**src/rtl/dda_pkg.sv**
```systemverilog
// ----------------------------------------------------------------------------
// DDA line rasterizer package
// Shared widths, codes and item types of the line rasterizer.
// ----------------------------------------------------------------------------
package dda_pkg;

	localparam int CoordBits = 16;
	localparam int DiffBits  = CoordBits + 1;
	localparam int MagBits   = CoordBits;
	localparam int PixBits   = 12;
	localparam int WinBits   = 13;
	localparam int ColorBits = 32;

	localparam int FracBits  = 16;
	localparam int CmdDepth  = 4;
	localparam int ResDepth  = 2;

	localparam logic [WinBits-1:0] PixLimit    = 13'd4096;
	localparam logic [WinBits-1:0] WidthReset  = 13'd1024;
	localparam logic [WinBits-1:0] HeightReset = 13'd768;

	localparam logic OpStart = 1'b0;
	localparam logic OpTick  = 1'b1;

	localparam logic RegWidth  = 1'b0;
	localparam logic RegHeight = 1'b1;

	typedef struct packed {
		logic                        opcode;
		logic signed [CoordBits-1:0] start_x;
		logic signed [CoordBits-1:0] start_y;
		logic signed [CoordBits-1:0] end_x;
		logic signed [CoordBits-1:0] end_y;
		logic [ColorBits-1:0]        color;
	} cmd_t;

	typedef struct packed {
		logic [PixBits-1:0]   pixel_x;
		logic [PixBits-1:0]   pixel_y;
		logic [ColorBits-1:0] pixel_color;
		logic                 write_pixel;
		logic                 last_point;
		logic                 line_idle;
	} res_t;

	// Classified item handed from the front end to the back end.
	typedef struct packed {
		logic                        op;
		logic signed [CoordBits-1:0] sx;
		logic signed [CoordBits-1:0] sy;
		logic                        neg_x;
		logic                        neg_y;
		logic [MagBits-1:0]          mag_x;
		logic [MagBits-1:0]          mag_y;
		logic [MagBits-1:0]          steps;
		logic [ColorBits-1:0]        color;
	} entry_t;

endpackage

```
**src/rtl/dda_fifo.sv**
```systemverilog
// ----------------------------------------------------------------------------
// DDA item queue
// Small register queue with push/full and pop/empty sides.
// ----------------------------------------------------------------------------
module dda_fifo #(
	parameter int WIDTH = 1,
	parameter int DEPTH = 2
) (
	input  logic             clk,
	input  logic             arst_n,
	input  logic             push,
	output logic             full,
	input  logic [WIDTH-1:0] data_in,
	input  logic             pop,
	output logic             empty,
	output logic [WIDTH-1:0] data_out
);

	localparam int PtrBits = $clog2(DEPTH);
	localparam int CntBits = $clog2(DEPTH + 1);

	logic [WIDTH-1:0]   mem_q [DEPTH];
	logic [PtrBits-1:0] wr_ptr_q;
	logic [PtrBits-1:0] rd_ptr_q;
	logic [CntBits-1:0] cnt_q;
	logic               do_push;
	logic               do_pop;

	assign full     = (cnt_q == CntBits'(DEPTH));
	assign empty    = (cnt_q == '0);
	assign do_push  = push && !full;
	assign do_pop   = pop && !empty;
	assign data_out = mem_q[rd_ptr_q];

	always_ff @(posedge clk or negedge arst_n) begin
		if (!arst_n) begin
			wr_ptr_q <= '0;
			rd_ptr_q <= '0;
			cnt_q    <= '0;
		end else begin
			if (do_push) begin
				wr_ptr_q <= (wr_ptr_q == PtrBits'(DEPTH - 1)) ? '0 : wr_ptr_q + 1'b1;
			end
			if (do_pop) begin
				rd_ptr_q <= (rd_ptr_q == PtrBits'(DEPTH - 1)) ? '0 : rd_ptr_q + 1'b1;
			end
			if (do_push && !do_pop) begin
				cnt_q <= cnt_q + 1'b1;
			end else if (do_pop && !do_push) begin
				cnt_q <= cnt_q - 1'b1;
			end
		end
	end

	always_ff @(posedge clk) begin
		if (do_push) begin
			mem_q[wr_ptr_q] <= data_in;
		end
	end

endmodule

```
**src/rtl/dda_front.sv**
```systemverilog
// ----------------------------------------------------------------------------
// DDA front end
// Takes items, forms the endpoint differences and classifies each line.
// ----------------------------------------------------------------------------
module dda_front (
	input  logic            clk,
	input  logic            arst_n,
	input  logic            push,
	output logic            full,
	input  dda_pkg::cmd_t   cmd,
	input  logic            q_full,
	output logic            q_push,
	output dda_pkg::entry_t q_data
);

	logic                                 valid_s1;
	logic                                 op_s1;
	logic signed [dda_pkg::CoordBits-1:0] sx_s1;
	logic signed [dda_pkg::CoordBits-1:0] sy_s1;
	logic signed [dda_pkg::DiffBits-1:0]  dx_s1;
	logic signed [dda_pkg::DiffBits-1:0]  dy_s1;
	logic [dda_pkg::ColorBits-1:0]        color_s1;
	logic                                 adv;
	logic signed [dda_pkg::DiffBits-1:0]  abs_x;
	logic signed [dda_pkg::DiffBits-1:0]  abs_y;
	logic [dda_pkg::MagBits-1:0]          mag_x;
	logic [dda_pkg::MagBits-1:0]          mag_y;

	assign adv    = !valid_s1 || !q_full;
	assign full   = !adv;
	assign q_push = valid_s1 && !q_full;

	always_ff @(posedge clk or negedge arst_n) begin
		if (!arst_n) begin
			valid_s1 <= 1'b0;
		end else if (adv) begin
			valid_s1 <= push;
		end
	end

	always_ff @(posedge clk) begin
		if (adv && push) begin
			op_s1    <= cmd.opcode;
			sx_s1    <= cmd.start_x;
			sy_s1    <= cmd.start_y;
			dx_s1    <= dda_pkg::DiffBits'(cmd.end_x) - dda_pkg::DiffBits'(cmd.start_x);
			dy_s1    <= dda_pkg::DiffBits'(cmd.end_y) - dda_pkg::DiffBits'(cmd.start_y);
			color_s1 <= cmd.color;
		end
	end

	// The magnitudes never exceed 2^16 - 1, so they fit MagBits.
	assign abs_x = dx_s1[dda_pkg::DiffBits-1] ? -dx_s1 : dx_s1;
	assign abs_y = dy_s1[dda_pkg::DiffBits-1] ? -dy_s1 : dy_s1;
	assign mag_x = abs_x[dda_pkg::MagBits-1:0];
	assign mag_y = abs_y[dda_pkg::MagBits-1:0];

	always_comb begin
		q_data.op    = op_s1;
		q_data.sx    = sx_s1;
		q_data.sy    = sy_s1;
		q_data.neg_x = dx_s1[dda_pkg::DiffBits-1];
		q_data.neg_y = dy_s1[dda_pkg::DiffBits-1];
		q_data.mag_x = mag_x;
		q_data.mag_y = mag_y;
		q_data.steps = (mag_x > mag_y) ? mag_x : mag_y;
		q_data.color = color_s1;
	end

endmodule

```
**src/rtl/dda_div.sv**
```systemverilog
// ----------------------------------------------------------------------------
// DDA increment divider
// Restoring divider giving round(mag * 2^FRAC_BITS / den), one bit a cycle.
// ----------------------------------------------------------------------------
module dda_div #(
	parameter int FRAC_BITS = dda_pkg::FracBits
) (
	input  logic                        clk,
	input  logic                        arst_n,
	input  logic                        start,
	input  logic [dda_pkg::MagBits-1:0] mag,
	input  logic [dda_pkg::MagBits-1:0] den_in,
	output logic                        busy,
	output logic [FRAC_BITS:0]          quo
);

	localparam int QuoBits = FRAC_BITS + 1;
	localparam int NumBits = dda_pkg::MagBits + QuoBits;
	localparam int CntBits = $clog2(QuoBits + 1);

	logic                          busy_q;
	logic [CntBits-1:0]            cnt_q;
	logic [dda_pkg::MagBits-1:0]   rem_q;
	logic [QuoBits-1:0]            num_q;
	logic [dda_pkg::MagBits-1:0]   den_q;
	logic [QuoBits-1:0]            quo_q;
	logic [NumBits-1:0]            num_full;
	logic [dda_pkg::MagBits:0]     trial;
	logic [dda_pkg::MagBits:0]     diff;
	logic                          ge;

	// Half the divisor is added first so the truncating quotient rounds to nearest.
	// Since mag <= den, the top part of the dividend is already below den.
	assign num_full = NumBits'({mag, {FRAC_BITS{1'b0}}}) + NumBits'(den_in >> 1);
	assign trial    = {rem_q, num_q[QuoBits-1]};
	assign diff     = trial - {1'b0, den_q};
	assign ge       = (trial >= {1'b0, den_q});
	assign busy     = busy_q;
	assign quo      = quo_q;

	always_ff @(posedge clk or negedge arst_n) begin
		if (!arst_n) begin
			busy_q <= 1'b0;
			cnt_q  <= '0;
		end else if (start) begin
			busy_q <= 1'b1;
			cnt_q  <= CntBits'(QuoBits);
		end else if (busy_q) begin
			cnt_q <= cnt_q - 1'b1;
			if (cnt_q == CntBits'(1)) begin
				busy_q <= 1'b0;
			end
		end
	end

	always_ff @(posedge clk) begin
		if (start) begin
			rem_q <= num_full[NumBits-1:QuoBits];
			num_q <= num_full[QuoBits-1:0];
			den_q <= den_in;
		end else if (busy_q) begin
			rem_q <= ge ? diff[dda_pkg::MagBits-1:0] : trial[dda_pkg::MagBits-1:0];
			num_q <= num_q << 1;
			quo_q <= {quo_q[QuoBits-2:0], ge};
		end
	end

endmodule

```
**src/rtl/dda_back.sv**
```systemverilog
// ----------------------------------------------------------------------------
// DDA back end
// Steps the line position, runs the increment dividers and builds results.
// ----------------------------------------------------------------------------
module dda_back #(
	parameter int FRAC_BITS = dda_pkg::FracBits
) (
	input  logic                        clk,
	input  logic                        arst_n,
	input  logic [dda_pkg::WinBits-1:0] win_w,
	input  logic [dda_pkg::WinBits-1:0] win_h,
	input  logic                        q_empty,
	output logic                        q_pop,
	input  dda_pkg::entry_t             q_data,
	input  logic                        r_full,
	output logic                        r_push,
	output dda_pkg::res_t               r_data
);

	localparam int IntBits  = dda_pkg::CoordBits + 2;
	localparam int PosBits  = IntBits + FRAC_BITS;
	localparam int StepBits = FRAC_BITS + 2;
	localparam int PixBits  = dda_pkg::PixBits;

	logic                          active_q;
	logic                          wait_q;
	logic signed [PosBits-1:0]     pos_x_q;
	logic signed [PosBits-1:0]     pos_y_q;
	logic signed [StepBits-1:0]    step_x_q;
	logic signed [StepBits-1:0]    step_y_q;
	logic [dda_pkg::MagBits-1:0]   steps_left_q;
	logic [dda_pkg::ColorBits-1:0] color_q;
	logic                          neg_x_q;
	logic                          neg_y_q;

	logic                          go;
	logic                          is_start;
	logic                          zero_len;
	logic                          div_start;
	logic                          busy_x;
	logic                          busy_y;
	logic [FRAC_BITS:0]            quo_x;
	logic [FRAC_BITS:0]            quo_y;
	logic signed [StepBits-1:0]    inc_x;
	logic signed [StepBits-1:0]    inc_y;
	logic signed [PosBits-1:0]     start_x;
	logic signed [PosBits-1:0]     start_y;
	logic signed [PosBits-1:0]     next_x;
	logic signed [PosBits-1:0]     next_y;
	logic signed [PosBits-1:0]     emit_x;
	logic signed [PosBits-1:0]     emit_y;
	logic [PixBits:0]              ax;
	logic [PixBits:0]              ay;
	logic                          in_win;

	// Returns {inside, pixel}. The pixel is the position truncated toward zero,
	// so a position just below zero still lands on pixel zero.
	function automatic logic [PixBits:0] axis_pixel(
		input logic signed [PosBits-1:0] p,
		input logic [dda_pkg::WinBits-1:0] lim
	);
		logic signed [IntBits-1:0] ip;
		logic                      fr_nz;
		logic                      ok;
		ip    = IntBits'(p >>> FRAC_BITS);
		fr_nz = |p[FRAC_BITS-1:0];
		if (p[PosBits-1]) begin
			ok = (ip == '1) && fr_nz && (lim != '0);
			return {ok, {PixBits{1'b0}}};
		end
		ok = ($unsigned(ip) < IntBits'(lim));
		return {ok, ip[PixBits-1:0]};
	endfunction

	assign is_start  = (q_data.op == dda_pkg::OpStart);
	assign zero_len  = (q_data.steps == '0);
	assign go        = !q_empty && !r_full && !wait_q;
	assign q_pop     = go;
	assign r_push    = go;
	assign div_start = go && is_start && !zero_len;

	dda_div #(.FRAC_BITS(FRAC_BITS)) u_div_x (
		.clk    (clk),
		.arst_n (arst_n),
		.start  (div_start),
		.mag    (q_data.mag_x),
		.den_in (q_data.steps),
		.busy   (busy_x),
		.quo    (quo_x)
	);

	dda_div #(.FRAC_BITS(FRAC_BITS)) u_div_y (
		.clk    (clk),
		.arst_n (arst_n),
		.start  (div_start),
		.mag    (q_data.mag_y),
		.den_in (q_data.steps),
		.busy   (busy_y),
		.quo    (quo_y)
	);

	assign inc_x = neg_x_q ? -StepBits'({1'b0, quo_x}) : StepBits'({1'b0, quo_x});
	assign inc_y = neg_y_q ? -StepBits'({1'b0, quo_y}) : StepBits'({1'b0, quo_y});

	assign start_x = PosBits'(q_data.sx) <<< FRAC_BITS;
	assign start_y = PosBits'(q_data.sy) <<< FRAC_BITS;
	assign next_x  = pos_x_q + PosBits'(step_x_q);
	assign next_y  = pos_y_q + PosBits'(step_y_q);
	assign emit_x  = is_start ? start_x : next_x;
	assign emit_y  = is_start ? start_y : next_y;
	assign ax      = axis_pixel(emit_x, win_w);
	assign ay      = axis_pixel(emit_y, win_h);
	assign in_win  = ax[PixBits] && ay[PixBits];

	always_comb begin
		r_data = '0;
		if (is_start || active_q) begin
			r_data.pixel_x     = in_win ? ax[PixBits-1:0] : '0;
			r_data.pixel_y     = in_win ? ay[PixBits-1:0] : '0;
			r_data.pixel_color = is_start ? q_data.color : color_q;
			r_data.write_pixel = in_win;
			r_data.last_point  = is_start ? zero_len
				: (steps_left_q == dda_pkg::MagBits'(1));
		end else begin
			r_data.line_idle = 1'b1;
		end
	end

	always_ff @(posedge clk or negedge arst_n) begin
		if (!arst_n) begin
			active_q <= 1'b0;
			wait_q   <= 1'b0;
		end else if (go) begin
			if (is_start) begin
				active_q <= !zero_len;
				wait_q   <= !zero_len;
			end else if (active_q && steps_left_q == dda_pkg::MagBits'(1)) begin
				active_q <= 1'b0;
			end
		end else if (wait_q && !busy_x && !busy_y) begin
			wait_q <= 1'b0;
		end
	end

	always_ff @(posedge clk) begin
		if (go && is_start) begin
			pos_x_q      <= start_x;
			pos_y_q      <= start_y;
			steps_left_q <= q_data.steps;
			color_q      <= q_data.color;
			neg_x_q      <= q_data.neg_x;
			neg_y_q      <= q_data.neg_y;
		end else if (go && active_q) begin
			pos_x_q      <= next_x;
			pos_y_q      <= next_y;
			steps_left_q <= steps_left_q - 1'b1;
		end
		if (wait_q && !busy_x && !busy_y) begin
			step_x_q <= inc_x;
			step_y_q <= inc_y;
		end
	end

endmodule

```
**src/rtl/dda_line_rasterizer.sv**
```systemverilog
// ----------------------------------------------------------------------------
// DDA line rasterizer
// Draws lines point by point with fixed-point per-step increments.
// ----------------------------------------------------------------------------
// Channel  Handshake         Payload / width
// command  push / full       cmd   (dda_pkg::cmd_t)
// result   empty / pop       res   (dda_pkg::res_t)
// config   cfg_we            cfg_index (1), cfg_data (13)
//
// Tick items run at one per cycle. A start item with a nonzero length holds the
// back end while the restoring dividers produce the increments, one quotient
// bit per cycle; its first point is issued at once. Reset clears the queues,
// the line state and loads the default window. Input stalls only when the
// front stage and the command queue are full. Apart from the division wait,
// the back end stalls only on a full result queue.
// ----------------------------------------------------------------------------
module dda_line_rasterizer #(
	parameter int FRAC_BITS = dda_pkg::FracBits,
	parameter int CMD_DEPTH = dda_pkg::CmdDepth
) (
	input  logic                        clk,
	input  logic                        arst_n,
	input  logic                        push,
	output logic                        full,
	input  dda_pkg::cmd_t               cmd,
	input  logic                        pop,
	output logic                        empty,
	output dda_pkg::res_t               res,
	input  logic                        cfg_we,
	input  logic                        cfg_index,
	input  logic [dda_pkg::WinBits-1:0] cfg_data
);

	logic [dda_pkg::WinBits-1:0] win_w_q;
	logic [dda_pkg::WinBits-1:0] win_h_q;
	logic [dda_pkg::WinBits-1:0] cfg_clamped;

	logic            fq_push;
	logic            fq_full;
	dda_pkg::entry_t fq_in;
	logic            fq_pop;
	logic            fq_empty;
	dda_pkg::entry_t fq_out;

	logic            rq_push;
	logic            rq_full;
	dda_pkg::res_t   rq_in;

	// Windows wider than the pixel field behave as the full field.
	assign cfg_clamped = (cfg_data > dda_pkg::PixLimit) ? dda_pkg::PixLimit : cfg_data;

	always_ff @(posedge clk or negedge arst_n) begin
		if (!arst_n) begin
			win_w_q <= dda_pkg::WidthReset;
			win_h_q <= dda_pkg::HeightReset;
		end else if (cfg_we) begin
			case (cfg_index)
				dda_pkg::RegWidth: begin
					win_w_q <= cfg_clamped;
				end
				dda_pkg::RegHeight: begin
					win_h_q <= cfg_clamped;
				end
				default: begin
				end
			endcase
		end
	end

	dda_front u_front (
		.clk    (clk),
		.arst_n (arst_n),
		.push   (push),
		.full   (full),
		.cmd    (cmd),
		.q_full (fq_full),
		.q_push (fq_push),
		.q_data (fq_in)
	);

	dda_fifo #(
		.WIDTH ($bits(dda_pkg::entry_t)),
		.DEPTH (CMD_DEPTH)
	) u_cmd_q (
		.clk      (clk),
		.arst_n   (arst_n),
		.push     (fq_push),
		.full     (fq_full),
		.data_in  (fq_in),
		.pop      (fq_pop),
		.empty    (fq_empty),
		.data_out (fq_out)
	);

	dda_back #(.FRAC_BITS(FRAC_BITS)) u_back (
		.clk     (clk),
		.arst_n  (arst_n),
		.win_w   (win_w_q),
		.win_h   (win_h_q),
		.q_empty (fq_empty),
		.q_pop   (fq_pop),
		.q_data  (fq_out),
		.r_full  (rq_full),
		.r_push  (rq_push),
		.r_data  (rq_in)
	);

	dda_fifo #(
		.WIDTH ($bits(dda_pkg::res_t)),
		.DEPTH (dda_pkg::ResDepth)
	) u_res_q (
		.clk      (clk),
		.arst_n   (arst_n),
		.push     (rq_push),
		.full     (rq_full),
		.data_in  (rq_in),
		.pop      (pop),
		.empty    (empty),
		.data_out (res)
	);

endmodule

```
**config.mk**
```make
export PLATFORM = sky130hd
export DESIGN_NAME = dda_line_rasterizer
export DESIGN_NICKNAME = d
export VERILOG_FILES = /design/src/rtl/dda_pkg.sv /design/src/rtl/dda_fifo.sv /design/src/rtl/dda_front.sv /design/src/rtl/dda_div.sv /design/src/rtl/dda_back.sv /design/src/rtl/dda_line_rasterizer.sv
export SDC_FILE = /design/constraint.sdc
export NUM_CORES = 1
export LEC_CHECK = 0
export ABC_AREA = 1
export ABC_CLOCK_PERIOD_IN_PS = 8000
export BUFFER_PORTS_ARGS = -buffer_cell sky130_fd_sc_hd__buf_2
export CELL_PAD_IN_SITES_DETAIL_PLACEMENT = 0
export CELL_PAD_IN_SITES_GLOBAL_PLACEMENT = 2
export CORE_ASPECT_RATIO = 1.75
export CORE_MARGIN = 2
export CORE_UTILIZATION = 40
export CTS_BUF_LIST = sky130_fd_sc_hd__clkbuf_16
export CTS_CLUSTER_SIZE = 8
export DETAILED_ROUTE_END_ITERATION = 8
export GPL_TIMING_DRIVEN = 0
export PLACE_DENSITY = 0.85
export SLEW_MARGIN = 30
export SYNTH_ARGS = -nofsm -noshare
export SYNTH_HDL_FRONTEND = slang
export SYNTH_HIERARCHICAL = 1
export SYNTH_SLANG_ARGS = --single-unit
```
**constraint.sdc**
```tcl
create_clock -name clk -period 8 [get_ports clk]
set_clock_uncertainty 0.1 [all_clocks]
set_input_delay 0.4 -clock clk [delete_from_list [all_inputs] [get_ports clk]]
set_output_delay 0.4 -clock clk [all_outputs]
set_load 0.01 [all_outputs]
```
Yosys cells after proc, flatten, opt, wreduce, memory -nomap -nowiden
Memories as Yosys holds them, arrays and structs flattened.
Index checks and enable logic that the tools add are counted.
- bits in read-only memories: 0
- register bits: 421
- memories kept: 2
- memory bits (writable): 578
- output and inout port bits: 61
- bits in latches: 0
- memories (name ; depth ; width ; rd ports ; clocked after Yosys merged registers in ; write ports ; line ; source):
    u_cmd_q.mem_q ; 4 ; 115 ; 1 ; 0 ; 1 ; dda_fifo.sv:22 ; logic [WIDTH-1:0] mem_q [DEPTH];
    u_res_q.mem_q ; 2 ; 59 ; 1 ; 0 ; 1 ; dda_fifo.sv:22 ;
- multipliers: 0
- shifts and indexed selects: 0
- div/mod/pow operators: 0
- $lt $le $gt $ge: 6
- eq/ne operators: 11
- muxes and demuxes: 63
- $add $sub $neg: 23
- reduce and logical (&&, ||, !) cells: 58
- bitwise logic cells: 3
- operators with widths (kind ; count):
    two-way mux 34 bit ; 6
    two-way mux 16 bit ; 11
    two-way mux 17 bit ; 6
    adder 34 x 18 -> 34 bit ; 2
    adder 32 x 15 -> 33 bit ; 2
    two-way mux 13 bit ; 5
    two-way mux 58 bit ; 1
    equality test 18 bit, second input constant ; 2
    less-than comparator 18 x 13 -> 1 bit ; 2
    negator 17 -> 18 bit ; 2
    >= comparator 17 x 16 -> 1 bit ; 2
    subtractor 16 x 16 -> 17 bit ; 2
    two-way mux 32 bit ; 1
    negator 16 bit ; 2
    OR reduction 16 bit ; 2
    subtractor 16 bit ; 2
    nonzero test 13 bit ; 2
    two-way mux 12 bit ; 2
    logical AND 1 bit ; 23
    two-way mux 1 bit ; 21
    two-way mux 5 bit ; 4
    equality test 16 x 1 -> 1 bit, second input constant ; 1
    greater-than comparator 16 bit ; 1
    zero test 16 bit ; 1
    other kinds (21) ; 59

Longest topological paths before layout
- depth in word-level cells: 10
- gate-level depth with buffers: 29

Hierarchy
Netlist, hierarchy kept.
- modules (own cells, without submodules) (module ; cells each ; sequential area each (µm²) ; times used ; area an instance (µm²)):
    dda_fifo (u_cmd_q) ; 1402 ; 13988.4 ; 1 ; 18534.0
    dda_back ; 2109 ; 4354.2 ; 1 ; 13864.5
    dda_front ; 753 ; 2997.9 ; 1 ; 6508.7
    dda_fifo (u_res_q) ; 340 ; 3643.5 ; 1 ; 4526.8
    dda_div (u_back.u_div_x) ; 460 ; 2132.0 ; 1 ; 4032.6
    dda_div (u_back.u_div_y) ; 456 ; 2132.0 ; 1 ; 3952.5
    dda_line_rasterizer ; 125 ; 654.4 ; 1 ; 1088.5

Worst setup path before layout
Ideal clock, no wire load.
- path kind: register -> register
- start: register u_cmd_q.cnt_q[0]
- end: memory u_cmd_q/mem_q[0][0] in the netlist's numbering, enable pin
- clock period less this slack: 6424 ps
- setup time: 591 ps
- buffers on the path: 0
- setup slack: 1576 ps
- arrival: 5733 ps
- cell stages (with the launch flop): 7
- cells stage by stage: dfrtp_1 > inv_1 > nand3_1 > inv_1 > nor2_1 > nand2_1 > nor2_1
- word-level cells in the longest chain between the ends: 6
- ends and longest elaborated chain (item ; line ; source):
    from (decl) ; dda_fifo.sv:25 ; logic [CntBits-1:0] cnt_q;
    from (signal assigned) ; dda_fifo.sv:48 ; cnt_q <= cnt_q + 1'b1;
    from (signal assigned) ; dda_fifo.sv:50 ; cnt_q <= cnt_q - 1'b1;
    equality test 3 bit ; dda_fifo.sv:29 ; assign full = (cnt_q == CntBits'(DEPTH));
    net fq_full ; dda_line_rasterizer.sv:39 ; logic fq_full;
    zero test 1 bit ; dda_front.sv:31 ; assign q_push = valid_s1 && !q_full;
    logical AND 1 bit ; dda_front.sv:31 ;
    net fq_push ; dda_line_rasterizer.sv:38 ; logic fq_push;
    logical AND 1 bit ; dda_fifo.sv:31 ; assign do_push = push && !full;
    two-way mux 1 bit ; dda_fifo.sv:56 ; if (do_push) begin
    two-way mux 1 bit (not written as such) ; dda_fifo.sv:57 ; mem_q[wr_ptr_q] <= data_in;
    to (decl) ; dda_fifo.sv:22 ;
The timed path passes the listed nets, and every way through them passes these cells.

==> summary.md <==
The post-synth design cell area was 52,500 um^2; the met2 usage was 0.456. The proportion of synthesized flip-flops having asynchronous set or reset is 0.0512, and the number of buffers and inverters on the critical path is 12. For the count of final max-slew check failures, the log shows 0. The worst setup path is captured at a flip-flop. STA classifies the critical path startpoint as a flip-flop.

The cell depth of the worst setup path was 17. The share of the cycle needed by the critical path after routing works out to 0.861. The sequential cell fraction of total power came out at 0.324. The kind of cell with the highest combined delay along the critical path is buffers and inverters. The tools report the final count of negative-setup-slack endpoints as 0. The post-layout instance count excluding filler cells is 7,870, and the site row count is 175. The via count of the first global-routing pass was 40,499. Entering global routing, the biggest net connects 41 pins. Initial core utilization: 0.404. The number of remaining DRC errors was 0; the path depth of the worst reg2reg path was 17.

Derived from the worst setup path, the maximum achievable clock frequency is 0.145 GHz. Synthesis handed over a netlist of 5,645 instances. Synthesis produced a netlist with a net count of 5,955.

The critical path in this run is classified as flip-flop to flip-flop. Across the run, the number of max-cap violations was 0. For the worst setup path, the data arrival time is 7.24 ns.

Summing all flip-flop and latch instances after layout gives 29,900 um^2. A synthesized cell averages 9.30 um^2. The number of clock buffers added by TritonCTS is 145.

Buffers placed on the I/O ports in this run total 176. From bottom edge to top edge, the die measures 483 um. For the number of H-tree levels, the log shows 4. The data required time of the critical path is 8.36 ns. Ranked by total cell area, the synthesized netlist is headed by sky130_fd_sc_hd__edfxtp_1 (53%), sky130_fd_sc_hd__nand2_1 (13%), sky130_fd_sc_hd__inv_1 (6.4%), sky130_fd_sc_hd__ha_1 (4.5%), sky130_fd_sc_hd__o211ai_1 (3.5%).

The fraction of power consumed by combinational cells came out at 0.472. Timing analysis after detailed placement gives a worst setup slack of 0.991 ns. IR analysis of the VDD net gives a maximum drop of 226 uV.

The fraction of power spent switching nets is 0.436. Using the TritonRoute via totals, the vias-per-cell ratio works out to 4.99. The worst relative slew slack is 0.336, and the largest fanout of any net on the critical path is 20.

After detailed routing, the total wire length is 158,000 um. The power density normalized to cell area is 447 nW/um^2, and the pin slew with the least headroom to its limit is 0.993 ns. The number of antenna violations at the first check in global routing is 5, and the routability-driven placement congestion ratio is 0.898. The tools report the fraction of met3 tracks used by global routing as 0.0295. The first global-routing pass estimated 239,000 um of wire. The global routing's busiest layer is met2.

TritonCTS built the clock tree. The maximum root-to-sink buffer count was 3; the clock network power share was 0.204. Total number of vias: 39,298.

For this run, the number of Yosys warnings is 6. The worst hold-check path type is input pin to flip-flop. The total area inside the core boundary comes to 130,000 um^2.

By count the netlist is led by sky130_fd_sc_hd__nand2_1 (1,845), sky130_fd_sc_hd__edfxtp_1 (931), sky130_fd_sc_hd__inv_1 (889), sky130_fd_sc_hd__nand3_1 (334), sky130_fd_sc_hd__nor2_1 (281). Among all flip-flop cells after synthesis, the most frequent one is sky130_fd_sc_hd__edfxtp_1. The cell with the biggest individual delay on the critical path was sky130_fd_sc_hd__nor2_2.

After the last flow step, the layout net total stands at 6,424. The placed wire-length estimate is 121,000 um, and the number of synthesized flops with an enable pin is 931. The run gives 0 as the number of instances resized during post-cts repair.

For this design the top-level I/O count stands at 177. The clock insertion delay at the later pin of the skew report is 0.77 ns, and the total of flip-flops plus latches after synthesis is 1,015. Once detail routing completed, the nets flagged for antenna violations numbered 0.

Fraction of layout instances using a drive strength above 1: 0.107. The time the worst path needs with I/O delays and setup works out to 6.89 ns. Compared with the post-synthesis result, the final layout area differs by 18.2%.

The flow ran to the end, and the final reports show no timing, DRC or antenna violations. Static power due to leakage: 27.9 nW. The run gives 0.248 as the met1 usage in global routing. All-layer global routing usage: 0.236.

The critical path goes through buf_2 > buf_4 > buf_2 > o211ai_1 > nand2_1 > clkbuf_1 > buf_6 > buf_2 > nor2_2 > inv_1 > clkbuf_1 > nor2_4 > buf_8 > clkbuf_1 > clkinv_1 > nand2_2 > buf_16. The depth of the worst hold-timing path was 4. Setup repair after global routing left no endpoint under its margin. For the residual overflow from global routing, the log shows 0.

The multi-input combinational cells in the finished layout cover a total of 18,400 um^2. On the worst path, the slowest cell contributes a delay of 0.73 ns. For this design the total switching power over the nets is 12.1 mW. The first TritonRoute pass finished after 7 iterations. The count of final hold-check violations was 0; the die outline width was 278 um.

The setup slack after layout was 1.11 ns; the proportion of synthesized chip area in sequential cells was 0.569. The internal portion of the total power is 15.7 mW. Clock tree synthesis found a total of 1,015 sinks. The die footprint was 134,000 um^2.

The fraction of post-synthesis cell area in the top cell type by area works out to 0.532. The post-CTS clock slew at the launch and capture registers of the worst setup and hold paths is 0.06 ns. The largest area contributor in the netlist was sky130_fd_sc_hd__edfxtp_1. The root buffer cell chosen for the clock tree is sky130_fd_sc_hd__clkbuf_16. The design draws 27.8 mW.

For this block, the initial DRC count from the detailed router was 2,581. Most instantiated library cell after synthesis: sky130_fd_sc_hd__nand2_1. The wire length per cell after detailed routing was 20.1 um. The fill cell total of the finished layout came out at 12,226. In this run, placement finished with an instance count of 7,555.

The distinct cell type count after synthesis came out at 65.
tightest hold or removal path: cells and delay by family:
| kind | cells | cell delay [ns] |
|---|---|---|
| fa+ha+maj | 1 | 0.17 |
| simple gates | 2 | 0.16 |
| buf+inv | 1 | 0.09 |
per-stage QoR:
step | TNS (ns) | utilization | hold WS [ns] | cell area [um^2]
after detailed placement | 0 | 0.437 | 0.201 | 56900
final | 0 | 0.477 | 0.0602 | 62100
after floorplan | 0 | - | 0.00441 | 52500
after CTS | 0 | 0.477 | 0.0118 | 62100
after global routing | 0 | 0.477 | 0.0476 | 62100
after global placement | -1559.54 | 0.427 | 0.344 | 55500
repair_timing:
action                                 in CTS  in global routing
hold buffers                               93                  0
endpoints found under the hold margin     147                  0
buffers inserted                            0                  0
state kept, by name (all words and copies together) (netlist names), 18 cells and up:
name,flops
u_back/pos_y_q,34
u_back/step_x_q,18
u_back/color_q,32
u_back/step_y_q,18
u_res_q/mem_q,118
u_back/pos_x_q,34
u_front/color_s1,32
u_cmd_q/mem_q,460
cell type report:
type | count | share of cell area
inverter | 904 | 0.0547
buffer | 168 | 0.0143
clock inverter | 76 | 0.0104
multi-input combinational | 3558 | 0.297
tap | 1681 | 0.0339
sequential | 1015 | 0.482
clock buffer | 145 | 0.0584
timing repair buffer | 322 | 0.0499
antenna | 1 | 0.0000403
per-layer routing:
layer / vias up / wire length, um
met4: 2 / 8510
met1: 18611 / 57900
met5: - / 11
li1: 19467 / -
met3: 321 / 5710
met2: 897 / 86300
final timing paths:
path	slack, ns	start	endpoint
min in group asynchronous	0.12	arst_n	u_cmd_q/wr_ptr_q[1]
worst max register to register	1.11	u_cmd_q/rd_ptr_q[0]	u_back/u_div_y/num_q[15]
max in group asynchronous	6.55	arst_n	u_back/u_div_x/cnt_q[4]
worst min register to register	0.36	u_back/pos_x_q[11]	u_back/pos_x_q[11]
worst max-delay path	1.11	u_cmd_q/rd_ptr_q[0]	u_back/u_div_y/num_q[15]
worst min-delay path	0.06	cmd[47]	u_front/dy_s1[16]
cells in the final DEF (no fill, tap or decap), types with 42 or more instances in the layout:
master	instances
sky130_fd_sc_hd__edfxtp_1	931
sky130_fd_sc_hd__nand3_1	334
sky130_fd_sc_hd__ha_1	187
sky130_fd_sc_hd__o211ai_1	243
sky130_fd_sc_hd__clkbuf_16	145
sky130_fd_sc_hd__dfrtp_1	49
sky130_fd_sc_hd__clkbuf_1	64
sky130_fd_sc_hd__a21oi_1	127
sky130_fd_sc_hd__nand2_2	48
sky130_fd_sc_hd__inv_1	946
sky130_fd_sc_hd__dlygate4sd3_1	93
sky130_fd_sc_hd__nand2_1	1844
sky130_fd_sc_hd__nor2_1	270
sky130_fd_sc_hd__buf_2	234
sky130_fd_sc_hd__buf_16	42
sky130_fd_sc_hd__o21ai_0	109
sky130_fd_sc_hd__xor2_1	58
logic make-up after synthesis:
logic type | synth area share
buffers and inverters | 0.0815
xor gates and xnor gates | 0.0173
and+or+nand+nor | 0.218
adders and majority gates | 0.0472
AOI/OAI and AO/OA | 0.0669
DFF | 0.569
power groups by stage:
stage | Combinational [mW] | Clock (mW) | Sequential, mW
floorplan | 8.25 | 0 | 9.03
global placement | 12.5 | 0 | 9.37
detailed placement | 13.2 | 0 | 9.09
CTS | 13.3 | 5.79 | 9.01
global route | 14.6 | 6.00 | 9.16
finish | 13.1 | 5.66 | 9.01
Note: power is estimated with default switching activity, not from simulation.
